`config.mk`:
```
export PLATFORM = sky130hd
export DESIGN_NAME = murmur3_32_hash_top
export DESIGN_NICKNAME = d
export VERILOG_FILES = /design/src/hw/rtl/mmh_pkg.sv /design/src/hw/rtl/mmh_front.sv /design/src/hw/rtl/mmh_fifo.sv /design/src/hw/rtl/mmh_back.sv /design/src/hw/rtl/murmur3_32_hash_top.sv
export SDC_FILE = /design/constraint.sdc
export NUM_CORES = 2
export LEC_CHECK = 0
export ABC_AREA = 1
export BUFFER_PORTS_ARGS = -buffer_cell sky130_fd_sc_hd__buf_2
export CAP_MARGIN = 0
export CORE_MARGIN = 5
export CORE_UTILIZATION = 45
export CTS_BUF_LIST = sky130_fd_sc_hd__clkbuf_8
export DETAILED_ROUTE_END_ITERATION = 10
export GPL_ROUTABILITY_DRIVEN = 0
export MAX_ROUTING_LAYER = met4
export PLACE_DENSITY = 0.7
export SKIP_LAST_GASP = 1
export SYNTH_ARGS = -nofsm -noshare
export SYNTH_HDL_FRONTEND = slang
export SYNTH_HIERARCHICAL = 1
export SYNTH_SLANG_ARGS = --single-unit
```
`constraint.sdc`:
```
create_clock -name clk -period 16.4 [get_ports clk]
set_input_delay 4.92 -clock clk [delete_from_list [all_inputs] [get_ports clk]]
set_output_delay 4.92 -clock clk [all_outputs]
set_load 0.05 [all_outputs]
```
`src/hw/rtl/mmh_pkg.sv`:
```
// shared types and constants of the murmur3 x86_32 hash block
package mmh_pkg;

  localparam logic [31:0] MIX_C1   = 32'hcc9e2d51;
  localparam logic [31:0] MIX_C2   = 32'h1b873593;
  localparam logic [31:0] FOLD_ADD = 32'he6546b64;
  localparam logic [31:0] FIN_M1   = 32'h85ebca6b;
  localparam logic [31:0] FIN_M2   = 32'hc2b2ae35;

  // how a mixed word enters the running hash
  typedef enum logic [1:0] {
    KIND_NONE,
    KIND_TAIL,
    KIND_FULL
  } kind_t;

  typedef struct packed {
    kind_t       kind;
    logic [2:0]  count;
    logic        last;
    logic [31:0] k;
  } blk_t;

  typedef enum logic [1:0] {
    ST_FOLD,
    ST_FIN1,
    ST_FIN2,
    ST_FIN3
  } back_state_t;

endpackage

```
`src/hw/rtl/mmh_front.sv`:
```
// front end: takes input beats, classifies them and mixes the word with c1/c2
module mmh_front
  import mmh_pkg::*;
(
  input  logic        clk,
  input  logic        rst,
  input  logic        push,
  output logic        full,
  input  logic [31:0] data_word,
  input  logic [2:0]  byte_count,
  input  logic        last_item,
  input  logic        q_full,
  output logic        q_push,
  output blk_t        q_data
);

  logic        s1_valid;
  logic        s2_valid;
  blk_t        s1;
  blk_t        s2;
  logic        stall;
  logic [2:0]  cnt_eff;
  logic [31:0] masked;
  kind_t       kind_in;
  logic [31:0] rot1;

  assign stall  = s2_valid && q_full;
  assign full   = stall;
  assign q_push = s2_valid && !q_full;
  assign q_data = s2;

  always_comb begin
    if (!last_item || byte_count > 3'd4) begin
      cnt_eff = 3'd4;
    end else begin
      cnt_eff = byte_count;
    end
    unique case (cnt_eff)
      3'd1:    masked = {24'd0, data_word[7:0]};
      3'd2:    masked = {16'd0, data_word[15:0]};
      3'd3:    masked = {8'd0, data_word[23:0]};
      3'd4:    masked = data_word;
      default: masked = 32'd0;
    endcase
    if (cnt_eff == 3'd4) begin
      kind_in = KIND_FULL;
    end else if (cnt_eff == 3'd0) begin
      kind_in = KIND_NONE;
    end else begin
      kind_in = KIND_TAIL;
    end
  end

  assign rot1 = {s1.k[16:0], s1.k[31:17]};

  always_ff @(posedge clk) begin
    if (rst) begin
      s1_valid <= 1'b0;
      s2_valid <= 1'b0;
    end else if (!stall) begin
      s1_valid <= push;
      s2_valid <= s1_valid;
    end
  end

  always_ff @(posedge clk) begin
    if (!stall) begin
      s1.kind  <= kind_in;
      s1.count <= cnt_eff;
      s1.last  <= last_item;
      s1.k     <= masked * MIX_C1;
      s2.kind  <= s1.kind;
      s2.count <= s1.count;
      s2.last  <= s1.last;
      s2.k     <= rot1 * MIX_C2;
    end
  end

endmodule

```
`src/hw/rtl/mmh_fifo.sv`:
```
// short queue of mixed blocks between front and back
module mmh_fifo
  import mmh_pkg::*;
#(
  parameter int DEPTH = 4
) (
  input  logic clk,
  input  logic rst,
  input  logic wr_en,
  input  blk_t wr_data,
  output logic full,
  input  logic rd_en,
  output blk_t rd_data,
  output logic empty
);

  localparam int PTR_W = (DEPTH > 1) ? $clog2(DEPTH) : 1;
  localparam int CNT_W = $clog2(DEPTH + 1);

  blk_t             slots [DEPTH];
  logic [PTR_W-1:0] wr_ptr;
  logic [PTR_W-1:0] rd_ptr;
  logic [CNT_W-1:0] fill;
  logic             do_wr;
  logic             do_rd;

  assign full    = (fill == CNT_W'(DEPTH));
  assign empty   = (fill == '0);
  assign do_wr   = wr_en && !full;
  assign do_rd   = rd_en && !empty;
  assign rd_data = slots[rd_ptr];

  always_ff @(posedge clk) begin
    if (rst) begin
      wr_ptr <= '0;
      rd_ptr <= '0;
      fill   <= '0;
    end else begin
      if (do_wr) begin
        wr_ptr <= (wr_ptr == PTR_W'(DEPTH - 1)) ? '0 : wr_ptr + 1'b1;
      end
      if (do_rd) begin
        rd_ptr <= (rd_ptr == PTR_W'(DEPTH - 1)) ? '0 : rd_ptr + 1'b1;
      end
      if (do_wr && !do_rd) begin
        fill <= fill + 1'b1;
      end else if (do_rd && !do_wr) begin
        fill <= fill - 1'b1;
      end
    end
  end

  always_ff @(posedge clk) begin
    if (do_wr) begin
      slots[wr_ptr] <= wr_data;
    end
  end

endmodule

```
`src/hw/rtl/mmh_back.sv`:
```
// back end: folds blocks into the running hash, finalizes and holds the result
module mmh_back
  import mmh_pkg::*;
(
  input  logic        clk,
  input  logic        rst,
  input  logic [31:0] seed,
  input  logic        q_empty,
  output logic        q_pop,
  input  blk_t        q_data,
  output logic        empty,
  input  logic        pop,
  output logic [31:0] hash_value
);

  back_state_t state;
  back_state_t state_next;
  logic        in_msg;
  logic [31:0] hash;
  logic [31:0] len;
  logic [31:0] fin;
  logic        res_valid;
  logic [31:0] res;
  logic [31:0] h0;
  logic [31:0] len0;
  logic [31:0] hx;
  logic [31:0] hr;
  logic [31:0] h1;
  logic [31:0] len1;
  logic        res_free;

  assign empty      = !res_valid;
  assign hash_value = res;
  assign res_free   = !res_valid || pop;

  // fold datapath
  always_comb begin
    h0   = in_msg ? hash : seed;
    len0 = in_msg ? len : 32'd0;
    hx   = h0 ^ q_data.k;
    hr   = {hx[18:0], hx[31:19]};
    unique case (q_data.kind)
      KIND_FULL: h1 = {hr[29:0], 2'b00} + hr + FOLD_ADD;
      KIND_TAIL: h1 = hx;
      default:   h1 = h0;
    endcase
    len1 = len0 + {29'd0, q_data.count};
  end

  always_comb begin
    state_next = state;
    q_pop      = 1'b0;
    unique case (state)
      ST_FOLD: begin
        if (!q_empty) begin
          q_pop = 1'b1;
          if (q_data.last) begin
            state_next = ST_FIN1;
          end
        end
      end
      ST_FIN1: state_next = ST_FIN2;
      ST_FIN2: state_next = ST_FIN3;
      ST_FIN3: begin
        if (res_free) begin
          state_next = ST_FOLD;
        end
      end
      default: state_next = ST_FOLD;
    endcase
  end

  always_ff @(posedge clk) begin
    if (rst) begin
      state     <= ST_FOLD;
      in_msg    <= 1'b0;
      res_valid <= 1'b0;
    end else begin
      state <= state_next;
      if (q_pop) begin
        in_msg <= !q_data.last;
      end
      if (state == ST_FIN3 && res_free) begin
        res_valid <= 1'b1;
      end else if (pop) begin
        res_valid <= 1'b0;
      end
    end
  end

  always_ff @(posedge clk) begin
    if (q_pop) begin
      hash <= h1;
      len  <= len1;
      fin  <= h1 ^ len1;
    end else if (state == ST_FIN1) begin
      fin <= (fin ^ {16'd0, fin[31:16]}) * FIN_M1;
    end else if (state == ST_FIN2) begin
      fin <= (fin ^ {13'd0, fin[31:13]}) * FIN_M2;
    end
    if (state == ST_FIN3 && res_free) begin
      res <= fin ^ {16'd0, fin[31:16]};
    end
  end

endmodule

```
`src/hw/rtl/murmur3_32_hash_top.sv`:
```
// top level of the streaming murmur3 x86_32 hash
//
//   channel  direction  handshake            payload
//   input    in         push / full          data_word, byte_count, last_item
//   result   out        empty / pop          hash_value
//   config   in         cfg_valid/cfg_ready  hash_seed
//
// one input beat per cycle is taken while the block queue has room
// a beat passes the c1/c2 mixing registers s1 and s2, then the block queue and
// the fold; a last beat then runs the finalizer states ST_FIN1, ST_FIN2 and
// ST_FIN3 in the back end (fmix32 multiplies) before its hash is registered
// reset is synchronous and empties every stage; the seed resets to zero
// a result not popped holds the back end in its last finalizer cycle; the
// queue and the mixer then fill up and full rises
module murmur3_32_hash_top
  import mmh_pkg::*;
#(
  parameter int QUEUE_DEPTH = 4
) (
  input  logic        clk,
  input  logic        rst,
  // input beats
  input  logic        push,
  output logic        full,
  input  logic [31:0] data_word,
  input  logic [2:0]  byte_count,
  input  logic        last_item,
  // result beats
  output logic        empty,
  input  logic        pop,
  output logic [31:0] hash_value,
  // seed register write
  input  logic        cfg_valid,
  output logic        cfg_ready,
  input  logic [31:0] hash_seed
);

  logic [31:0] seed;
  logic        q_full;
  logic        q_push;
  blk_t        q_wdata;
  logic        q_empty;
  logic        q_pop;
  blk_t        q_rdata;

  // seed is always writable; it is picked up at the next message start
  assign cfg_ready = 1'b1;

  always_ff @(posedge clk) begin
    if (rst) begin
      seed <= 32'd0;
    end else if (cfg_valid) begin
      seed <= hash_seed;
    end
  end

  // classify the count and premix the word
  mmh_front u_front (
    .clk        (clk),
    .rst        (rst),
    .push       (push),
    .full       (full),
    .data_word  (data_word),
    .byte_count (byte_count),
    .last_item  (last_item),
    .q_full     (q_full),
    .q_push     (q_push),
    .q_data     (q_wdata)
  );

  // decouples the mixing pipeline from the serial fold
  mmh_fifo #(
    .DEPTH (QUEUE_DEPTH)
  ) u_queue (
    .clk     (clk),
    .rst     (rst),
    .wr_en   (q_push),
    .wr_data (q_wdata),
    .full    (q_full),
    .rd_en   (q_pop),
    .rd_data (q_rdata),
    .empty   (q_empty)
  );

  // fold, length, finalizer and result register
  mmh_back u_back (
    .clk        (clk),
    .rst        (rst),
    .seed       (seed),
    .q_empty    (q_empty),
    .q_pop      (q_pop),
    .q_data     (q_rdata),
    .empty      (empty),
    .pop        (pop),
    .hash_value (hash_value)
  );

endmodule

```
==> results.json <==
{
  "cts_resized": 0,
  "cts.sinks": 403,
  "r2r_setup_slack_ps": 8340,
  "cp_common_cell": "inv_1",
  "highest_layer": "met4",
  "synthDominantCellAreaShare_pct": 26.2,
  "worst-path-max-fanout": 9,
  "critPathKind": "input port to register",
  "wl_met2_um": 69400,
  "yosys-top-cells-area": "fa_1 26%, edfxtp_1 19%, ha_1 18%, inv_1 12%, nand2_1 6.7%",
  "m1WireLength_um": 63500,
  "nFillCells": 11600,
  "startpoint": "last_item",
  "drtAntennaViolNets": 0,
  "synth-edff-count": 356,
  "min_path_type": "register to register",
  "clockRootBuffer": "clkbuf_8",
  "clk_latency_ps": 700,
  "clockBufferDepth": 3,
  "synth_cells": 6305,
  "fp.dieArea_mm2": 0.131,
  "worst_pin_slew_ps": 1140,
  "fin_setup_tns_ps": 0,
  "cts.clk_slew.worst_paths_ps": 60,
  "grt_pass1_vias": 42800,
  "first_pass_iters": 6,
  "grt_first_pass_wirelength_um": 238000,
  "cap_violations": 0,
  "netlist_top_cells_count": "1725 x inv_1, 998 x nand2_1, 805 x ha_1, 729 x fa_1, 390 x nor2_1",
  "yosys.area.top_type": "fa_1",
  "period_needed_ps": 10880,
  "totalWireLength_um": 152000,
  "outcome": "complete, no violations",
  "holdBufCountCts": 0,
  "slowest_stage": "nor2_1",
  "core-area_mm2": 0.123,
  "drive_above_1_share_pct": 4.97,
  "worst_ep_required_time_ps": 16820,
  "fmax_mhz": 91.9,
  "route.detailed.drc": 0,
  "numCtsBuffers": 74,
  "rr_startpoint": "u_back/fin[21]",
  "ys_warn_count": 6,
  "drtIter0Drc": 3635,
  "cp.arrival_ps": 11300,
  "timing.final.crit_share_pct": 66.3,
  "cts_setup_buffers": 0,
  "layout.nets": 8048,
  "initial_utilization_pct": 45.2,
  "ys.flop_type": "edfxtp_1",
  "die_y_um": 362,
  "syn-cell-area_mm2": 0.0557,
  "slowest_delay_ps": 570,
  "yosysMostFrequentCell": "inv_1",
  "cts_tree": "done",
  "slew_violations": 0,
  "seq_area_frac_synth_pct": 20.9,
  "synth_cell_types": 60,
  "synthArstFlopShare_pct": 0,
  "std_cell_rows": 129,
  "grt_max_degree": 78,
  "antenna_found_initial": 3,
  "dp_hpwl_um": 128000,
  "track_usage_pct": 23.9,
  "syn_nets": 7912,
  "skew_ps": 55.4,
  "setup_viol": 0,
  "rsz0062_at_grt": "false",
  "avgViaCountPerCell": 5.15,
  "synth_area_per_cell_um2": 8.84,
  "vias": 41900,
  "htree_levels": 3,
  "area_delta_synth_final_pct": 7.03,
  "avgRoutedWirePerCell_um": 18.6,
  "gr-total-overflow": 0,
  "met3_length_um": 11400,
  "critPathLaunchType": "input port",
  "hold_path_startpoint": "u_front/s1[35]",
  "die_w_um": 362,
  "io_buffer_count": 106,
  "hold_viol": 0,
  "io_pins": 108,
  "endpoint_kind": "register",
  "slew_headroom_pct": 24.1,
  "ys_ff_latch": 403
}
## critical path, delay by kind of cell
family	cells	cell delay (ps)
and+or+nand+nor	5	1230
adders and majority gates	8	3270
xor gates and xnor gates	1	90
buffers and inverters	10	890
AOI/OAI and AO/OA	5	890
## sequential cells by signal, indices dropped and copies added, names as in the netlist, 3 cells and up, named ones only
| signal | count |
|---|---|
| u_queue/slots | 152 |
| u_front/q_data | 38 |
| seed | 32 |
| u_back/fin | 32 |
| u_back/hash | 32 |
| u_back/hash_value | 32 |
| u_back/len | 32 |
| u_front/rot1 | 32 |
| u_front/s1 | 6 |
| u_queue/fill | 3 |
## per-layer routing
layer	GRT usage (%)	up-vias
met5	-	-
met1	31.2	20100
met3	3.61	356
met4	9.75	0
li1	-	19800
met2	37.6	1679
## kinds of logic after synthesis
group / count (synthesis) / share of synthesized area (%)
buf+inv: 1807 / 12.5
simple gates: 1778 / 13.3
fa+ha+maj: 1534 / 44.3
compound gates: 578 / 5.84
flops: 403 / 20.9
xor+xnor: 204 / 3.23
other cells: 1 / 0.00673
## cell usage in the layout, fill, tap and decap left out, drive strengths merged, types with 4 or more instances in the layout
cell / synthesis / layout
a211oi: 6 / 6
a21boi: 9 / 9
a21o: 30 / 30
a21oi: 197 / 197
a221oi: 4 / 4
a31oi: 13 / 13
buf: 40 / 133
bufinv: 0 / 4
clkbuf: 33 / 82
clkinv: 2 / 23
clkinvlp: 0 / 6
dfxtp: 47 / 47
edfxtp: 356 / 356
fa: 729 / 729
ha: 805 / 805
inv: 1732 / 1753
nand2: 1007 / 1007
nand3: 224 / 224
nand3b: 19 / 19
nand4: 42 / 42
nor2: 397 / 397
nor3: 35 / 35
nor4: 12 / 12
o211ai: 12 / 12
o21a: 8 / 8
o21ai: 231 / 231
o21bai: 16 / 16
o22ai: 41 / 41
or2: 35 / 35
xnor2: 75 / 75
xor2: 129 / 129
## per-stage QoR
stage / cells / utilization [%] / hold slack [ps] / worst slack (ps) / instance area, µm²
floorplan: 6305 / - / 400 / 5790 / 55700
global placement: 8002 / 47.1 / 403 / 5150 / 58100
detailed placement: 8002 / 47.1 / 405 / 4990 / 58100
CTS: 8136 / 48.3 / 420 / 5700 / 59600
global route: 8139 / 48.4 / 429 / 5310 / 59600
finish: 8139 / 48.4 / 419 / 5520 / 59600
## worst paths after layout
kind / end / cells past startpoint
worst min-delay path: u_front/q_data[35] / 0
worst max register to register: u_back/fin[27] / 29
worst max-delay path: u_front/rot1[10] / 29
worst min register to register: u_front/q_data[35] / 0
## cell type report
class	instances	area (µm²)	area share (%)
Antenna cell	3	7.51	0.0126
Inverter	1734	6510	10.9
Clock buffer	82	1130	1.89
Clock inverter	52	365	0.613
Multi-Input combinational cell	4095	37200	62.4
Sequential cell	403	11600	19.5
Tap cell	1637	2050	3.44
Timing Repair Buffer	133	733	1.23
Power is not shown: default switching activity piles up to over one toggle a cycle in this logic, so the estimate is an artifact.
